==> src/rtl/core/stl_pkg.sv <==
// Shared types, codes and the single-pass lexer step function for the token lexer.
package stl_pkg;

    // Lexer mode, one-hot
    typedef enum logic [7:0] {
        MODE_START = 8'b0000_0001,
        MODE_WORD  = 8'b0000_0010,
        MODE_DIGIT = 8'b0000_0100,
        MODE_STR   = 8'b0000_1000,
        MODE_AND   = 8'b0001_0000,
        MODE_MERG  = 8'b0010_0000,
        MODE_PIPE  = 8'b0100_0000,
        MODE_RARR  = 8'b1000_0000
    } mode_t;

    // Token kinds
    localparam logic [3:0] TK_NONE      = 4'd0;
    localparam logic [3:0] TK_ENDFILE   = 4'd0;
    localparam logic [3:0] TK_NEWLINE   = 4'd1;
    localparam logic [3:0] TK_SEMI      = 4'd2;
    localparam logic [3:0] TK_STR       = 4'd3;
    localparam logic [3:0] TK_AND       = 4'd4;
    localparam logic [3:0] TK_OR        = 4'd5;
    localparam logic [3:0] TK_PIPE      = 4'd6;
    localparam logic [3:0] TK_NOT       = 4'd7;
    localparam logic [3:0] TK_LPAREN    = 4'd8;
    localparam logic [3:0] TK_RPAREN    = 4'd9;
    localparam logic [3:0] TK_STDIN     = 4'd10;
    localparam logic [3:0] TK_OVR       = 4'd11;
    localparam logic [3:0] TK_APND      = 4'd12;
    localparam logic [3:0] TK_MERG_OUT  = 4'd13;
    localparam logic [3:0] TK_MERG_APND = 4'd14;
    localparam logic [3:0] TK_CMD       = 4'd15;

    // Error codes
    localparam logic [1:0] ERR_NONE    = 2'd0;
    localparam logic [1:0] ERR_UNTERM  = 2'd1;
    localparam logic [1:0] ERR_BAD_AMP = 2'd2;

    // Character codes
    localparam logic [7:0] CH_NUL    = 8'h00;
    localparam logic [7:0] CH_TAB    = 8'h09;
    localparam logic [7:0] CH_LF     = 8'h0A;
    localparam logic [7:0] CH_CR     = 8'h0D;
    localparam logic [7:0] CH_SPACE  = 8'h20;
    localparam logic [7:0] CH_BANG   = 8'h21;
    localparam logic [7:0] CH_DQUOTE = 8'h22;
    localparam logic [7:0] CH_HASH   = 8'h23;
    localparam logic [7:0] CH_DOLLAR = 8'h24;
    localparam logic [7:0] CH_PCT    = 8'h25;
    localparam logic [7:0] CH_AMP    = 8'h26;
    localparam logic [7:0] CH_SQUOTE = 8'h27;
    localparam logic [7:0] CH_LPAREN = 8'h28;
    localparam logic [7:0] CH_RPAREN = 8'h29;
    localparam logic [7:0] CH_ZERO   = 8'h30;
    localparam logic [7:0] CH_NINE   = 8'h39;
    localparam logic [7:0] CH_COLON  = 8'h3A;
    localparam logic [7:0] CH_SEMI   = 8'h3B;
    localparam logic [7:0] CH_LT     = 8'h3C;
    localparam logic [7:0] CH_GT     = 8'h3E;
    localparam logic [7:0] CH_CARET  = 8'h5E;
    localparam logic [7:0] CH_PIPE   = 8'h7C;

    // One result transaction without the last flag
    typedef struct packed {
        logic       char_valid;
        logic [7:0] out_char;
        logic       token_end;
        logic [3:0] token_kind;
        logic [1:0] error_code;
    } res_t;

    // Outcome of one pass through the mode logic
    typedef struct packed {
        logic  emit;
        res_t  res;
        mode_t nxt;
        logic  again;
    } pass_t;

    // Queue entry: all results caused by one input
    typedef struct packed {
        logic two_res;
        res_t r0;
        res_t r1;
    } ent_t;

    function automatic logic is_space(logic [7:0] c);
        return (c == CH_SPACE) || (c >= CH_TAB && c <= CH_CR);
    endfunction

    function automatic logic is_digit(logic [7:0] c);
        return (c >= CH_ZERO) && (c <= CH_NINE);
    endfunction

    function automatic logic ends_word(logic [7:0] c);
        logic hit;
        case (c)
            CH_AMP, CH_PIPE, CH_BANG, CH_LT, CH_GT, CH_DQUOTE, CH_SQUOTE,
            CH_SEMI, CH_COLON, CH_LPAREN, CH_RPAREN, CH_CARET, CH_PCT,
            CH_DOLLAR, CH_HASH: hit = 1'b1;
            default:            hit = is_space(c);
        endcase
        return hit;
    endfunction

    function automatic res_t mk_res(logic cv, logic [7:0] ch, logic te,
                                    logic [3:0] kind, logic [1:0] err);
        res_t r;
        r.char_valid = cv;
        r.out_char   = cv ? ch : 8'h00;
        r.token_end  = te;
        r.token_kind = te ? kind : TK_NONE;
        r.error_code = err;
        return r;
    endfunction

    // One step of the lexer in a given mode
    function automatic pass_t lex_pass(mode_t mode, logic [7:0] c, logic eof);
        pass_t p;
        p       = '0;
        p.nxt   = mode;
        case (mode)
            MODE_START:
            begin
                if (eof)
                begin
                    p.emit = 1'b1;
                    p.res  = mk_res(1'b0, c, 1'b1, TK_ENDFILE, ERR_NONE);
                end
                else if (c != CH_LF && is_space(c))
                begin
                    p.emit = 1'b0;
                end
                else if (is_digit(c))
                begin
                    p.nxt  = MODE_DIGIT;
                    p.emit = 1'b1;
                    p.res  = mk_res(1'b1, c, 1'b0, TK_NONE, ERR_NONE);
                end
                else
                begin
                    p.emit = 1'b1;
                    case (c)
                        CH_NUL, CH_LF:
                            p.res = mk_res(1'b1, c, 1'b1, TK_NEWLINE, ERR_NONE);
                        CH_SEMI:
                            p.res = mk_res(1'b1, c, 1'b1, TK_SEMI, ERR_NONE);
                        CH_DQUOTE:
                        begin
                            p.nxt  = MODE_STR;
                            p.emit = 1'b0;
                        end
                        CH_AMP:
                        begin
                            p.nxt = MODE_AND;
                            p.res = mk_res(1'b1, c, 1'b0, TK_NONE, ERR_NONE);
                        end
                        CH_PIPE:
                        begin
                            p.nxt = MODE_PIPE;
                            p.res = mk_res(1'b1, c, 1'b0, TK_NONE, ERR_NONE);
                        end
                        CH_LT:
                            p.res = mk_res(1'b1, c, 1'b1, TK_STDIN, ERR_NONE);
                        CH_BANG:
                            p.res = mk_res(1'b1, c, 1'b1, TK_NOT, ERR_NONE);
                        CH_GT:
                        begin
                            p.nxt = MODE_RARR;
                            p.res = mk_res(1'b1, c, 1'b0, TK_NONE, ERR_NONE);
                        end
                        CH_LPAREN:
                            p.res = mk_res(1'b1, c, 1'b1, TK_LPAREN, ERR_NONE);
                        CH_RPAREN:
                            p.res = mk_res(1'b1, c, 1'b1, TK_RPAREN, ERR_NONE);
                        default:
                        begin
                            p.nxt = MODE_WORD;
                            p.res = mk_res(1'b1, c, 1'b0, TK_NONE, ERR_NONE);
                        end
                    endcase
                end
            end
            MODE_WORD:
            begin
                p.emit = 1'b1;
                if (eof || ends_word(c))
                begin
                    p.res   = mk_res(1'b0, c, 1'b1, TK_CMD, ERR_NONE);
                    p.nxt   = MODE_START;
                    p.again = 1'b1;
                end
                else
                begin
                    p.res = mk_res(1'b1, c, 1'b0, TK_NONE, ERR_NONE);
                end
            end
            MODE_DIGIT:
            begin
                if (eof)
                begin
                    p.nxt   = MODE_WORD;
                    p.again = 1'b1;
                end
                else if (c == CH_GT)
                begin
                    p.nxt  = MODE_RARR;
                    p.emit = 1'b1;
                    p.res  = mk_res(1'b1, c, 1'b0, TK_NONE, ERR_NONE);
                end
                else if (c == CH_AMP)
                begin
                    p.nxt  = MODE_AND;
                    p.emit = 1'b1;
                    p.res  = mk_res(1'b1, c, 1'b0, TK_NONE, ERR_NONE);
                end
                else if (is_digit(c))
                begin
                    p.emit = 1'b1;
                    p.res  = mk_res(1'b1, c, 1'b0, TK_NONE, ERR_NONE);
                end
                else
                begin
                    p.nxt   = MODE_WORD;
                    p.again = 1'b1;
                end
            end
            MODE_STR:
            begin
                p.emit = 1'b1;
                if (eof || c == CH_LF)
                begin
                    p.res = mk_res(1'b0, c, 1'b0, TK_NONE, ERR_UNTERM);
                    p.nxt = MODE_START;
                end
                else if (c == CH_DQUOTE)
                begin
                    p.res = mk_res(1'b0, c, 1'b1, TK_STR, ERR_NONE);
                    p.nxt = MODE_START;
                end
                else
                begin
                    p.res = mk_res(1'b1, c, 1'b0, TK_NONE, ERR_NONE);
                end
            end
            MODE_AND:
            begin
                p.emit = 1'b1;
                if (!eof && c == CH_AMP)
                begin
                    p.res = mk_res(1'b1, c, 1'b1, TK_AND, ERR_NONE);
                    p.nxt = MODE_START;
                end
                else if (!eof && c == CH_GT)
                begin
                    p.res = mk_res(1'b1, c, 1'b0, TK_NONE, ERR_NONE);
                    p.nxt = MODE_MERG;
                end
                else
                begin
                    p.res = mk_res(1'b0, c, 1'b0, TK_NONE, ERR_BAD_AMP);
                    p.nxt = MODE_START;
                end
            end
            MODE_MERG:
            begin
                p.emit = 1'b1;
                p.nxt  = MODE_START;
                if (!eof && c == CH_GT)
                begin
                    p.res = mk_res(1'b1, c, 1'b1, TK_MERG_APND, ERR_NONE);
                end
                else
                begin
                    p.res   = mk_res(1'b0, c, 1'b1, TK_MERG_OUT, ERR_NONE);
                    p.again = 1'b1;
                end
            end
            MODE_PIPE:
            begin
                p.emit = 1'b1;
                p.nxt  = MODE_START;
                if (!eof && c == CH_PIPE)
                begin
                    p.res = mk_res(1'b1, c, 1'b1, TK_OR, ERR_NONE);
                end
                else
                begin
                    p.res   = mk_res(1'b0, c, 1'b1, TK_PIPE, ERR_NONE);
                    p.again = 1'b1;
                end
            end
            MODE_RARR:
            begin
                p.emit = 1'b1;
                p.nxt  = MODE_START;
                if (!eof && c == CH_GT)
                begin
                    p.res = mk_res(1'b1, c, 1'b1, TK_APND, ERR_NONE);
                end
                else
                begin
                    p.res   = mk_res(1'b0, c, 1'b1, TK_OVR, ERR_NONE);
                    p.again = 1'b1;
                end
            end
            default:
            begin
                p.nxt = MODE_START;
            end
        endcase
        return p;
    endfunction

endpackage

==> src/rtl/core/stl_in_if.sv <==
// Character input channel: one byte or end-of-file mark per transaction.
interface stl_in_if;
    logic       valid;
    logic       ready;
    logic [7:0] char_in;
    logic       end_of_file;

    modport source (output valid, output char_in, output end_of_file, input ready);
    modport sink   (input valid, input char_in, input end_of_file, output ready);
endinterface

==> src/rtl/core/stl_out_if.sv <==
// Token output channel: one text character and/or token end per transaction.
interface stl_out_if;
    logic       valid;
    logic       ready;
    logic       char_valid;
    logic [7:0] out_char;
    logic       token_end;
    logic [3:0] token_kind;
    logic [1:0] error_code;
    logic       last;

    modport source (output valid, output char_valid, output out_char, output token_end,
                    output token_kind, output error_code, output last, input ready);
    modport sink   (input valid, input char_valid, input out_char, input token_end,
                    input token_kind, input error_code, input last, output ready);
endinterface

==> src/rtl/core/shell_token_lexer_unit.sv <==
// Top level of the shell token lexer.
//
// char_stream (sink) takes one transaction per input byte, or an end-of-file
// mark with end_of_file high. token_stream (source) gives one or two result
// transactions per input: a text character, a token end with its kind, or an
// error; last marks the final result of an input. Whitespace in start mode and
// an opening quote give no result at all.
//
// The front end classifies a byte in the cycle it is accepted and writes all of
// its results into a two-entry queue; the back end drains one result a cycle
// while the receiver is ready. An accepted input is held in a queue entry and
// then in the back end's current-entry register before its first result shows
// on token_stream. Throughput: one result per cycle while the receiver is ready;
// an input that ends a token and starts or forms another gives two results, and
// the output drain is the limit.
// Reset returns the lexer to its start mode and empties the queue. When the
// receiver stalls, the current result holds; the queue fills and char_stream
// drops ready only once both entries are taken.
module shell_token_lexer_unit
    import stl_pkg::*;
(
    input  logic       clk,
    input  logic       rst_n,
    stl_in_if.sink     char_stream,
    stl_out_if.source  token_stream
);

    logic q_full;
    logic push;
    ent_t push_ent;
    logic q_pop;
    logic q_valid;
    ent_t q_ent;

    stl_front u_front (
        .clk      (clk),
        .rst_n    (rst_n),
        .in_ch    (char_stream),
        .q_full   (q_full),
        .push     (push),
        .push_ent (push_ent)
    );

    stl_queue u_queue (
        .clk      (clk),
        .rst_n    (rst_n),
        .push     (push),
        .push_ent (push_ent),
        .full     (q_full),
        .pop      (q_pop),
        .valid    (q_valid),
        .pop_ent  (q_ent)
    );

    stl_back u_back (
        .clk     (clk),
        .rst_n   (rst_n),
        .q_valid (q_valid),
        .q_ent   (q_ent),
        .q_pop   (q_pop),
        .out_ch  (token_stream)
    );

endmodule

==> src/rtl/core/stl_front.sv <==
// Front end: accepts characters, runs the mode logic, builds one queue entry per input that gives a result.
module stl_front
    import stl_pkg::*;
(
    input  logic     clk,
    input  logic     rst_n,
    stl_in_if.sink   in_ch,
    input  logic     q_full,
    output logic     push,
    output ent_t     push_ent
);

    mode_t      mode_reg;
    mode_t      mode_next;
    pass_t      ps [3];
    logic [2:0] used;
    logic [1:0] n_res;
    logic       accept;

    assign in_ch.ready = !q_full;
    assign accept      = in_ch.valid && in_ch.ready;

    // Up to three chained passes: a consumed-less token end, or a number that turns into a word, re-runs the byte
    always_comb
    begin
        ps[0]     = lex_pass(mode_reg, in_ch.char_in, in_ch.end_of_file);
        ps[1]     = lex_pass(ps[0].nxt, in_ch.char_in, in_ch.end_of_file);
        ps[2]     = lex_pass(ps[1].nxt, in_ch.char_in, in_ch.end_of_file);
        used[0]   = 1'b1;
        used[1]   = ps[0].again;
        used[2]   = ps[0].again && ps[1].again;
        n_res     = 2'd0;
        push_ent  = '0;
        for (int i = 0; i < 3; i++)
        begin
            if (used[i] && ps[i].emit)
            begin
                if (n_res == 2'd0)
                begin
                    push_ent.r0 = ps[i].res;
                end
                else
                begin
                    push_ent.r1 = ps[i].res;
                end
                n_res = n_res + 2'd1;
            end
        end
        push_ent.two_res = (n_res == 2'd2);
        if (used[2])
        begin
            mode_next = ps[2].nxt;
        end
        else if (used[1])
        begin
            mode_next = ps[1].nxt;
        end
        else
        begin
            mode_next = ps[0].nxt;
        end
    end

    assign push = accept && (n_res != 2'd0);

    // Mode register
    always_ff @(posedge clk or negedge rst_n)
    begin
        if (!rst_n)
        begin
            mode_reg <= MODE_START;
        end
        else if (accept)
        begin
            mode_reg <= mode_next;
        end
    end

    // A two-result entry always starts with a token end that carries no text
    a_two_first_is_end: assert property (@(posedge clk) disable iff (!rst_n)
        push && push_ent.two_res |-> push_ent.r0.token_end && !push_ent.r0.char_valid)
        else $error("two-result entry does not start with a token end");

    // An error drops the input, so nothing follows it
    a_err_alone: assert property (@(posedge clk) disable iff (!rst_n)
        push && (push_ent.r0.error_code != ERR_NONE) |-> !push_ent.two_res)
        else $error("error result followed by a second result");

endmodule

==> src/rtl/core/stl_queue.sv <==
// Two-entry queue between the front and back ends.
module stl_queue
    import stl_pkg::*;
(
    input  logic clk,
    input  logic rst_n,
    input  logic push,
    input  ent_t push_ent,
    output logic full,
    input  logic pop,
    output logic valid,
    output ent_t pop_ent
);

    ent_t       mem_reg [2];
    logic       wr_ptr_reg;
    logic       rd_ptr_reg;
    logic [1:0] cnt_reg;
    logic       do_push;
    logic       do_pop;

    assign full    = (cnt_reg == 2'd2);
    assign valid   = (cnt_reg != 2'd0);
    assign do_push = push && !full;
    assign do_pop  = pop && valid;
    assign pop_ent = mem_reg[rd_ptr_reg];

    // Pointers and fill count
    always_ff @(posedge clk or negedge rst_n)
    begin
        if (!rst_n)
        begin
            wr_ptr_reg <= 1'b0;
            rd_ptr_reg <= 1'b0;
            cnt_reg    <= 2'd0;
        end
        else
        begin
            if (do_push)
            begin
                wr_ptr_reg <= !wr_ptr_reg;
            end
            if (do_pop)
            begin
                rd_ptr_reg <= !rd_ptr_reg;
            end
            if (do_push && !do_pop)
            begin
                cnt_reg <= cnt_reg + 2'd1;
            end
            else if (do_pop && !do_push)
            begin
                cnt_reg <= cnt_reg - 2'd1;
            end
        end
    end

    // Entry storage
    always_ff @(posedge clk)
    begin
        if (do_push)
        begin
            mem_reg[wr_ptr_reg] <= push_ent;
        end
    end

    // The count never reaches three, and the pointers differ exactly when one entry is held
    a_cnt_ptr: assert property (@(posedge clk) disable iff (!rst_n)
        (cnt_reg != 2'd3) && ((cnt_reg == 2'd1) == (wr_ptr_reg != rd_ptr_reg)))
        else $error("queue count and pointers disagree");

endmodule

==> src/rtl/core/stl_back.sv <==
// Back end: takes queue entries and hands out their results one per transaction.
module stl_back
    import stl_pkg::*;
(
    input  logic       clk,
    input  logic       rst_n,
    input  logic       q_valid,
    input  ent_t       q_ent,
    output logic       q_pop,
    stl_out_if.source  out_ch
);

    logic cur_valid_reg;
    logic sel_reg;
    ent_t cur_reg;
    res_t res;
    logic is_last;
    logic out_fire;
    logic load;

    assign res     = sel_reg ? cur_reg.r1 : cur_reg.r0;
    assign is_last = sel_reg || !cur_reg.two_res;
    assign out_fire = out_ch.valid && out_ch.ready;
    assign load    = !cur_valid_reg || (out_fire && is_last);
    assign q_pop   = load && q_valid;

    assign out_ch.valid      = cur_valid_reg;
    assign out_ch.char_valid = res.char_valid;
    assign out_ch.out_char   = res.out_char;
    assign out_ch.token_end  = res.token_end;
    assign out_ch.token_kind = res.token_kind;
    assign out_ch.error_code = res.error_code;
    assign out_ch.last       = is_last;

    // Entry valid and result select
    always_ff @(posedge clk or negedge rst_n)
    begin
        if (!rst_n)
        begin
            cur_valid_reg <= 1'b0;
            sel_reg       <= 1'b0;
        end
        else if (load)
        begin
            cur_valid_reg <= q_valid;
            sel_reg       <= 1'b0;
        end
        else if (out_fire)
        begin
            sel_reg <= 1'b1;
        end
    end

    // Entry payload
    always_ff @(posedge clk)
    begin
        if (q_pop)
        begin
            cur_reg <= q_ent;
        end
    end

    // The second result of an entry follows the first
    a_second_follows: assert property (@(posedge clk) disable iff (!rst_n)
        out_fire && !out_ch.last |=> out_ch.valid && out_ch.last)
        else $error("second result of an entry lost");

endmodule
==> src/flat_wrapper.sv <==
// flat-port wrapper written by rule: the top's interface ports become plain ports
module shell_token_lexer_unit_flat import stl_pkg::*;
  (clk, rst_n, char_stream_valid, char_stream_char_in, char_stream_end_of_file, char_stream_ready, token_stream_valid, token_stream_char_valid, token_stream_out_char, token_stream_token_end, token_stream_token_kind, token_stream_error_code, token_stream_last, token_stream_ready);
  stl_in_if char_stream_i ();
  stl_out_if token_stream_i ();
  input  logic clk;
  input  logic rst_n;
  input wire logic [$bits(char_stream_i.valid)-1:0] char_stream_valid;
  input wire logic [$bits(char_stream_i.char_in)-1:0] char_stream_char_in;
  input wire logic [$bits(char_stream_i.end_of_file)-1:0] char_stream_end_of_file;
  output wire logic [$bits(char_stream_i.ready)-1:0] char_stream_ready;
  output wire logic [$bits(token_stream_i.valid)-1:0] token_stream_valid;
  output wire logic [$bits(token_stream_i.char_valid)-1:0] token_stream_char_valid;
  output wire logic [$bits(token_stream_i.out_char)-1:0] token_stream_out_char;
  output wire logic [$bits(token_stream_i.token_end)-1:0] token_stream_token_end;
  output wire logic [$bits(token_stream_i.token_kind)-1:0] token_stream_token_kind;
  output wire logic [$bits(token_stream_i.error_code)-1:0] token_stream_error_code;
  output wire logic [$bits(token_stream_i.last)-1:0] token_stream_last;
  input wire logic [$bits(token_stream_i.ready)-1:0] token_stream_ready;
  assign char_stream_i.valid = char_stream_valid;
  assign char_stream_i.char_in = char_stream_char_in;
  assign char_stream_i.end_of_file = char_stream_end_of_file;
  assign char_stream_ready = char_stream_i.ready;
  assign token_stream_valid = token_stream_i.valid;
  assign token_stream_char_valid = token_stream_i.char_valid;
  assign token_stream_out_char = token_stream_i.out_char;
  assign token_stream_token_end = token_stream_i.token_end;
  assign token_stream_token_kind = token_stream_i.token_kind;
  assign token_stream_error_code = token_stream_i.error_code;
  assign token_stream_last = token_stream_i.last;
  assign token_stream_i.ready = token_stream_ready;
  shell_token_lexer_unit u_core (.clk(clk), .rst_n(rst_n), .char_stream(char_stream_i), .token_stream(token_stream_i));
endmodule
==> config.mk <==
export PLATFORM = sky130hd
export DESIGN_NAME = shell_token_lexer_unit_flat
export DESIGN_NICKNAME = d
export VERILOG_FILES = /design/src/rtl/core/stl_pkg.sv /design/src/rtl/core/stl_in_if.sv /design/src/rtl/core/stl_out_if.sv /design/src/rtl/core/shell_token_lexer_unit.sv /design/src/rtl/core/stl_front.sv /design/src/rtl/core/stl_queue.sv /design/src/rtl/core/stl_back.sv /design/src/flat_wrapper.sv
export SDC_FILE = /design/constraint.sdc
export NUM_CORES = 1
export LEC_CHECK = 0
export ABC_AREA = 1
export BUFFER_PORTS_ARGS = -buffer_cell sky130_fd_sc_hd__buf_2
export CAP_MARGIN = 25
export CORE_MARGIN = 2
export CORE_UTILIZATION = 30
export CTS_CLUSTER_SIZE = 16
export DETAILED_ROUTE_END_ITERATION = 10
export MAX_ROUTING_LAYER = met4
export PLACE_DENSITY_LB_ADDON = 0.15
export SYNTH_ARGS = -nofsm -noshare
export SYNTH_HDL_FRONTEND = slang
export SYNTH_HIERARCHICAL = 1
export SYNTH_SLANG_ARGS = --single-unit
==> constraint.sdc <==
create_clock -name clk -period 4.16 [get_ports clk]
set_input_delay 0.832 -clock clk [delete_from_list [all_inputs] [get_ports clk]]
set_output_delay 0.832 -clock clk [all_outputs]
set_load 0.01 [all_outputs]
==> results.json, run 1 <==
{
  "status": "finished, final reports clean",
  "core_area_um2": 24300,
  "via_count": 6546,
  "boundaryPins": 32,
  "grtUsageTotal_pct": 18.6,
  "grt_first_pass_wirelength_mm": 36.2,
  "cts_tree": "built",
  "met1_length_mm": 10.4,
  "wire_per_inst_um": 16.6,
  "post_dp_cell_area_um2": 8390,
  "hold_class": "primary input to async pin",
  "drive_gt1_share_pct": 23.0,
  "start_kind": "primary input",
  "synth_edf_count": 99,
  "ys_ff_latch": 113,
  "max_stage_delay_ns": 0.32,
  "hold_violations": 0,
  "fin_crit_ns": 3.79,
  "p_per_area_nw_per_um2": 584,
  "vias_per_cell": 4.76,
  "synth_ff_type": "edfxtp_1",
  "cap_violations": 0,
  "tns_ns": 0,
  "cts_resized": 0,
  "cp_data_required_time_ns": 4.27,
  "hold_buffers": 0,
  "antenna_found_initial": 0,
  "ys_async_sr_fraction_pct": 12.4,
  "end_kind": "flip-flop",
  "leakage_uw": 0.00413,
  "arrival_ns": 3.89,
  "ys_seq_area_share_pct": 44.7,
  "route.met2.wl_mm": 10.9,
  "grt_overflow": 0,
  "die_y_um": 161,
  "maxSlewViolCount": 0,
  "rows": 57,
  "num_antenna_cells": 0,
  "drt-pass1-iter-count": 5,
  "ant_nets": 0,
  "dieArea_um2": 26100,
  "hpwl_mm": 18.3,
  "path_class": "primary input to flip-flop",
  "path_clk_slew_ns": 0.05,
  "synth_cells": 941,
  "drc_errors": 0,
  "fin_crit_sh_pct": 91.0,
  "first_iter_violations": 427,
  "nNetsFinal": 1054,
  "routabilityCongestion": 0.971,
  "clk_latency_ns": 0.40,
  "critPathSlowestCell": "ha_1",
  "cp_common_cell": "nand2_1",
  "initial_core_util_pct": 30.6,
  "rsz0062_at_grt": "false",
  "slew_headroom_pct": 48.7,
  "cts_root_buf": "clkbuf_16",
  "avgSynthCellArea_um2": 7.91,
  "peakVddDrop_mv": 0.306,
  "drt-total-wl_mm": 22.8,
  "syn_to_final_growth_pct": 20.6,
  "clock_path_buffers": 2,
  "clock_skew_ns": 0.0113,
  "design_area_um2": 8970,
  "netlist_area_um2": 7440,
  "grt_max_degree": 35,
  "yosysWarnings": 6,
  "cts_buffers": 17,
  "finalSetupViolations": 0,
  "htreeDepth": 4,
  "port_buffers": 31,
  "wl_met3_mm": 1.05,
  "path_max_fanout": 17,
  "clock_sinks": 113,
  "fmax_ghz": 0.264,
  "die_width_um": 161,
  "largest_reg_flops": 66,
  "worst-slew-pin-transition_ns": 0.762,
  "multi_input_area_um2": 3460,
  "postCtsSetupBuffers": 0,
  "fillCellCount": 2551,
  "final-seq-area_um2": 3320,
  "top_layer": "met4",
  "grt_pass1_vias": 6289,
  "yosysUniqueCellTypes": 54
}
## path summary, 6_finish.rpt
kind	from	to	slack, ns	cells after the start
min in group clk	u_core/u_queue/cnt_reg[1]$_DFFE_PN0P_	u_core/u_queue/cnt_reg[1]$_DFFE_PN0P_	0.48	2
max in group asynchronous	rst_n	u_core/u_front/mode_reg[0]$_DFFE_PN1P_	3.53	1
worst max register to register	u_core/u_front/mode_reg[3]$_DFFE_PN0P_	u_core/u_queue/mem_reg[0][8]$_DFFE_PP_	0.42	21
worst max-delay path	char_stream_char_in[6]	u_core/u_queue/mem_reg[0][8]$_DFFE_PP_	0.37	25
worst min register to register	u_core/u_queue/cnt_reg[1]$_DFFE_PN0P_	u_core/u_queue/cnt_reg[1]$_DFFE_PN0P_	0.48	2
worst min-delay path	rst_n	u_core/u_back/sel_reg$_DFFE_PN0P_	0.34	1
## placed cells by master (no fill, tap or decap), drive strengths merged, types with 2 or more instances in the layout
| cell | instances |
|---|---|
| a21oi | 38 |
| nor3 | 7 |
| ha | 4 |
| o211ai | 3 |
| o21bai | 2 |
| a211oi | 4 |
| nand4 | 13 |
| conb | 2 |
| clkinv | 7 |
| buf | 107 |
| edfxtp | 99 |
| dfrtp | 13 |
| o31ai | 4 |
| a31oi | 5 |
| clkbuf | 17 |
| a22oi | 7 |
| nand2 | 363 |
| bufinv | 2 |
| nor2 | 114 |
| nand3 | 50 |
| nor4 | 4 |
| o2111ai | 10 |
| o21ai | 44 |
| clkinvlp | 5 |
| inv | 113 |
| o22ai | 6 |
## synth_stat cells, types with 11 or more instances
master	instances	area (µm²)
nand2_1	327	1230
edfxtp_1	99	2970
inv_1	94	353
nor2_1	94	353
nand3_1	44	220
a21oi_1	30	150
nand2_2	26	163
o21ai_0	26	130
inv_2	14	52.6
o21ai_1	14	70.1
dfrtp_1	13	325
buf_6	11	124
## layout make-up
type                            instances  area share (%)
Multi-Input combinational cell        686            38.5
Inverter                              112            4.88
Timing Repair Buffer                  107            8.51
Clock inverter                         15            1.76
Clock buffer                           17            4.74
Sequential cell                       113            37.1
Tap cell                              324            4.52
## through the flow
stage                     cells  power, µW  hold WS, ns  setup WS (ns)  utilization (%)
after global placement     1342       3870        0.462       -0.00342             34.5
after CTS                  1374       5300        0.334          0.396             36.9
after detailed placement   1342       3860        0.462        -0.0199             34.5
after global routing       1374       5610        0.353         0.0510             36.9
after floorplan             942       3170        0.442         0.0325                -
final                      1374       5240        0.336          0.374             36.9
## routing by layer
metal  track usage [%]  vias to the layer above
met4              6.66                        0
met5                 -                        -
li1                  -                     3290
met3              2.44                       34
met2              30.3                      208
met1              23.8                     3014
## power by group
part           total (µW)  switching [µW]  internal, µW
Combinational        2040            1360           674
Sequential           1780             140          1640
Clock                1420             533           885
Total                5240            2040          3200
## critical path: cells and delay by family
family                     cells  cell delay [ns]
AOI/OAI and AO/OA              3             0.46
adders and majority gates      1             0.32
and+or+nand+nor               15             1.47
buffers and inverters          6             0.79
## kinds of logic (layout without fill, tap and decap cells)
group / after synthesis / in the layout / share of synthesized area (%)
and+or+nand+nor: 553 / 553 / 34.3
buffers and inverters: 143 / 251 / 9.11
AOI/OAI and AO/OA: 126 / 126 / 11.1
DFF: 113 / 113 / 44.7
adders and majority gates: 4 / 4 / 0.673
other: 1 / 2 / 0.0504
xor gates and xnor gates: 1 / 1 / 0.118
No activity file was read; power rests on OpenSTA's default activity.
==> run 2: changes to the inputs <==
- CORE_ASPECT_RATIO: unset -> 1.2
- clock period: 4.16 -> 4.3 ns (I/O delays scaled with it)
==> run 2 against run 1 <==
Effect of this change:
- wire length up 3.0%
- cell count about the same
- register-to-register slack better by 0.14 ns
- combinational power down 4%
- non-clock buffer count unchanged
- clock skew up 0.0049 ns
- global-route usage up 0.51 points
==> results.json, run 2 (synthesis gave the netlist of run 1 again) <==
{
  "p_per_area_nw_per_um2": 570,
  "cap_violations": 0,
  "first_iter_violations": 293,
  "path_clk_slew_ns": 0.06,
  "path_buf_inv": 4,
  "drive_gt1_share_pct": 23.0,
  "peakVddDrop_mv": 0.265,
  "clock_skew_ns": 0.0161,
  "num_antenna_cells": 0,
  "grt_first_pass_wirelength_mm": 36.7,
  "grt_max_degree": 36,
  "drt-total-wl_mm": 23.5,
  "cp_data_required_time_ns": 4.38,
  "r2r_start": "u_core/u_front/mode_reg[2]$_DFFE_PN0P_",
  "antenna_found_initial": 0,
  "grt_overflow": 0,
  "arrival_ns": 3.89,
  "r2r_slack_ns": 0.56,
  "port_buffers": 31,
  "hold_buffers": 0,
  "finalSetupViolations": 0,
  "hold_class": "primary input to async pin",
  "die_y_um": 177,
  "post_dp_cell_area_um2": 8400,
  "postCtsSetupBuffers": 0,
  "end_kind": "flip-flop",
  "clk_latency_ns": 0.40,
  "dieArea_um2": 26100,
  "slew_headroom_pct": 48.2,
  "largest_reg_flops": 66,
  "fin_crit_ns": 3.81,
  "drt-pass1-iter-count": 5,
  "path_class": "primary input to flip-flop",
  "cts_resized": 0,
  "layout_commonest_cell": "nand2_1",
  "design_area_um2": 9030,
  "crit_cells": 21,
  "start_kind": "primary input",
  "vias_per_cell": 4.67,
  "core_area_um2": 24500,
  "maxSlewViolCount": 0,
  "htreeDepth": 4,
  "clock_path_buffers": 2,
  "die_width_um": 148,
  "mostFrequentLayoutCells": "nand2_1 (327), edfxtp_1 (99), inv_1 (93), nor2_1 (93), buf_4 (72)",
  "syn_to_final_growth_pct": 21.4,
  "cts_root_buf": "clkbuf_16",
  "cp_top_family": "simple AND/OR/NAND/NOR gates",
  "cp_common_cell": "nand2_1",
  "ant_nets": 0,
  "rsz0062_at_grt": "false",
  "cts_tree": "built",
  "hpwl_mm": 19.2,
  "fin_crit_sh_pct": 88.6,
  "critPathSlowestCell": "nor2_2",
  "grtUsageTotal_pct": 19.1,
  "via_count": 6426,
  "worstRegToRegCells": 19,
  "boundaryPins": 32,
  "nNetsFinal": 1054,
  "cts_buffers": 17,
  "wire_per_inst_um": 17.1,
  "critPathLaunch": "char_stream_char_in[0]",
  "worst-slew-pin-transition_ns": 0.777,
  "fmax_ghz": 0.263,
  "clock_sinks": 113,
  "tns_ns": 0,
  "initial_core_util_pct": 30.4,
  "max_stage_delay_ns": 0.30,
  "rows": 63,
  "grt_pass1_vias": 6391,
  "crit_chain": "buf_2 -> inv_2 -> nand2_1 -> nor2_1 -> nand2_2 -> nand3_1 -> nor2_2 -> nand3_2 -> nand2_1 -> nand3_2 -> buf_4 -> nand2_1 -> nand4_2 -> a21oi_4 -> nand4_4 -> nand3_1 -> nand2_1 -> a21oi_1 -> o21ai_0 -> nor2_4 -> buf_12",
  "status": "finished, final reports clean",
  "routabilityCongestion": 0.950,
  "hold_violations": 0,
  "drc_errors": 0,
  "leakage_uw": 0.00416,
  "path_max_fanout": 33
}
## run 2: cell count changes in the layout (fill, tap and decap cells not counted)
cell        delta
clkinv_4       +3
bufinv_16      +2
clkinv_2       -1
o21ai_1        -1
inv_6          -1
buf_4          -1
o21ai_0        +1
buf_12         +1
clkinvlp_4     -3
## run 2: layout make-up
class / count / area (µm²)
Timing Repair Buffer: 107 / 776
Tap cell: 325 / 407
Fill cell: 2607 / 15500
Inverter: 112 / 438
Multi-Input combinational cell: 686 / 3460
Sequential cell: 113 / 3320
Clock buffer: 17 / 425
Clock inverter: 15 / 208
## run 2: per-stage QoR
step / worst slack, ns / hold WS [ns] / utilization [%] / total power, µW / cells
CTS: 0.477 / 0.344 / 36.9 / 5220 / 1375
global placement: 0.0702 / 0.463 / 34.3 / 3740 / 1343
finish: 0.491 / 0.344 / 36.9 / 5150 / 1375
detailed placement: 0.0703 / 0.463 / 34.3 / 3740 / 1343
global route: 0.125 / 0.357 / 36.9 / 5510 / 1375
floorplan: 0.0556 / 0.442 / - / 3060 / 942
## run 2: worst paths after layout
check | endpoint
min in group clk | u_core/u_queue/cnt_reg[1]$_DFFE_PN0P_
max in group asynchronous | u_core/u_front/mode_reg[0]$_DFFE_PN1P_
worst min register to register | u_core/u_queue/cnt_reg[1]$_DFFE_PN0P_
worst max-delay path | u_core/u_queue/mem_reg[1][14]$_DFFE_PP_
worst min-delay path | u_core/u_front/mode_reg[5]$_DFFE_PN0P_
worst max register to register | u_core/u_queue/mem_reg[1][14]$_DFFE_PP_
## run 2: layer usage
| metal | share of wire, % | vias to the layer above | track usage, % | routed length (µm) |
|---|---|---|---|---|
| li1 | - | 3290 | - | - |
| met1 | 42 | 2958 | 21.7 | 9860 |
| met2 | 51 | 131 | 33.2 | 11900 |
| met3 | 2.3 | 47 | 2.12 | 551 |
| met4 | 4.8 | 0 | 9.94 | 1130 |
| met5 | 0 | - | - | 0 |
## run 2: power by group
part	internal, µW	switching, µW	total [µW]
Sequential	1590	146	1730
Combinational	640	1310	1950
Clock	975	491	1470
## run 2: worst register-to-register path, stage by stage (launching register included)
cell	delay (ns)
dfrtp_1	0.49
nor2_1	0.21
nand2_1	0.13
nor2_1	0.32
nor2_1	0.09
nand3_1	0.09
nand2_1	0.07
nor2_1	0.18
nand3_2	0.16
buf_4	0.19
nand2_1	0.07
nand4_2	0.14
a21oi_4	0.19
nand4_4	0.14
nand3_1	0.11
nand2_1	0.07
a21oi_1	0.18
o21ai_0	0.20
nor2_4	0.14
buf_12	0.21
==> run 3: changes to the inputs <==
- PLACE_DENSITY: unset -> 0.57
- PLACE_DENSITY_LB_ADDON: 0.15 -> unset
==> run 3 against run 2 <==
Effect of this change:
- via count up 0.42%
- utilization down 0.19 points
- largest cell class unchanged
- global-route usage is 1.5 points lower
- non-clock buffer count down 11
- clock power is 9.5% higher
- clock skew shrank 0.0048 ns
- register-to-register slack improved by 0.08 ns
- sequential share of layout area increased by 0.19 points
- power increased by 1.9%
- worst hold slack improved by 0.0042 ns
- critical endpoint is now u_core/u_queue/mem_reg[0][5]$_DFFE_PP_
==> results.json, run 3 (synthesis gave the netlist of run 1 again) <==
{
  "status": "finished, final reports clean",
  "drc_errors": 0,
  "layout_commonest_cell": "nand2_1",
  "core_area_um2": 24500,
  "clk_latency_ns": 0.40,
  "die_y_um": 177,
  "grt_overflow": 0,
  "grt_max_degree": 36,
  "port_buffers": 31,
  "routabilityCongestion": 1.03,
  "cts_buffers": 17,
  "mostFrequentLayoutCells": "nand2_1 (327), edfxtp_1 (99), inv_1 (93), nor2_1 (93), buf_4 (63)",
  "instances_no_fill": 1364,
  "tns_ns": 0,
  "p_per_area_nw_per_um2": 585,
  "grt_first_pass_wirelength_mm": 34.2,
  "arrival_ns": 3.89,
  "finalSetupViolations": 0,
  "hold_violations": 0,
  "max_stage_delay_ns": 0.32,
  "antenna_found_initial": 0,
  "hold_class": "primary input to async pin",
  "grtUsageTotal_pct": 17.7,
  "nNetsFinal": 1043,
  "clock_skew_ns": 0.0113,
  "postCtsSetupBuffers": 0,
  "cts_resized": 0,
  "hpwl_mm": 17.7,
  "r2r_start": "u_core/u_front/mode_reg[2]$_DFFE_PN0P_",
  "ant_nets": 0,
  "htreeDepth": 4,
  "path_class": "primary input to flip-flop",
  "largest_reg_flops": 66,
  "wire_per_inst_um": 15.9,
  "crit_chain": "buf_2 -> nand2_1 -> nor2_1 -> nand2_2 -> nand3_1 -> nor2_2 -> buf_4 -> a21oi_2 -> nand2_1 -> a21oi_2 -> nor2_1 -> nand3_1 -> nor2_2 -> nand2_2 -> nand2_4 -> ha_1 -> nand3_1 -> nand2_1 -> a21oi_1 -> inv_1 -> nor2_4 -> nand2_2 -> clkinvlp_4 -> buf_4",
  "boundaryPins": 32,
  "fin_crit_sh_pct": 88.3,
  "first_iter_violations": 472,
  "clock_path_buffers": 2,
  "slew_headroom_pct": 49.4,
  "cts_tree": "built",
  "cp_data_required_time_ns": 4.39,
  "syn_to_final_growth_pct": 20.8,
  "rsz0062_at_grt": "false",
  "drt-pass1-iter-count": 5,
  "leakage_uw": 0.00414,
  "cap_violations": 0,
  "critPathSlowestCell": "ha_1",
  "grt_pass1_vias": 6312,
  "fmax_ghz": 0.263,
  "hold_buffers": 0,
  "end_kind": "flip-flop",
  "via_count": 6453,
  "drt-total-wl_mm": 21.7,
  "num_antenna_cells": 0,
  "dp_cells": 1332,
  "worst-slew-pin-transition_ns": 0.760,
  "maxSlewViolCount": 0,
  "path_max_fanout": 10,
  "vias_per_cell": 4.73,
  "cts_root_buf": "clkbuf_16",
  "initial_core_util_pct": 30.4,
  "drive_gt1_share_pct": 21.9,
  "clock_sinks": 113,
  "fin_crit_ns": 3.80,
  "rows": 63,
  "die_width_um": 148,
  "path_clk_slew_ns": 0.05,
  "critPathLaunch": "char_stream_char_in[3]",
  "peakVddDrop_mv": 0.282,
  "start_kind": "primary input",
  "dieArea_um2": 26100
}
[run 3: changes by cell type in the layout (fill, tap and decap cells not counted), sizes merged]
| cell | change |
|---|---|
| bufinv | +3 |
| clkinvlp | -1 |
| inv | -2 |
| buf | -11 |
| clkinv | -4 |
| clkbuf | +4 |
[run 3: layout make-up]
type / instances / area [µm²]
multi-input cells: 686 / 3460
clock inverters: 11 / 233
repair buffers: 96 / 668
fillers: 2559 / 15500
flip-flops and latches: 113 / 3320
well taps: 325 / 407
clock buffers: 21 / 460
inverters: 112 / 438
[run 3: final timing paths]
kind                                                          end  slack, ns  cells after the start
setup / recovery           u_core/u_queue/mem_reg[0][5]$_DFFE_PP_       0.50                     24
hold / removal             u_core/u_front/mode_reg[5]$_DFFE_PN0P_       0.35                      1
setup reg to reg           u_core/u_queue/mem_reg[0][5]$_DFFE_PP_       0.64                     21
hold reg to reg             u_core/u_queue/cnt_reg[1]$_DFFE_PN0P_       0.47                      2
max in group asynchronous  u_core/u_front/mode_reg[0]$_DFFE_PN1P_       3.66                      1
min in group clk            u_core/u_queue/cnt_reg[1]$_DFFE_PN0P_       0.47                      2
[run 3: report_power, final]
part | leakage [µW] | internal (µW) | switching, µW
Sequential | 0.00110 | 1590 | 138
Clock | 0.000339 | 1170 | 437
Combinational | 0.00270 | 626 | 1290
[run 3: critical path: cells and delay by family]
| kind | cells | cell delay, ns |
|---|---|---|
| adder cells (fa/ha/maj) | 1 | 0.32 |
| buffers and inverters | 5 | 0.68 |
| AND/OR/NAND/NOR | 15 | 1.56 |
| AO/OA/AOI/OAI | 3 | 0.45 |
[run 3: stage by stage]
step	power [µW]	util, %	hold slack [ns]	instance area [µm²]	worst slack, ns
6_report	5250	36.7	0.348	8990	0.502
5_1_grt	5600	36.7	0.362	8990	0.104
4_1_cts	5300	36.7	0.349	8990	0.463
3_5_place_dp	3680	33.8	0.460	8290	0.0629
3_3_place_gp	3660	33.8	0.456	8290	0.101
2_1_floorplan	3060	-	0.442	7460	0.0556
[run 3: layer usage]
metal	vias to the layer above	wire (µm)	GRT usage [%]
met5	-	0	-
met4	0	953	8.17
met3	52	845	2.58
met2	195	11000	30.7
met1	2949	8910	20.0
li1	3257	-	-
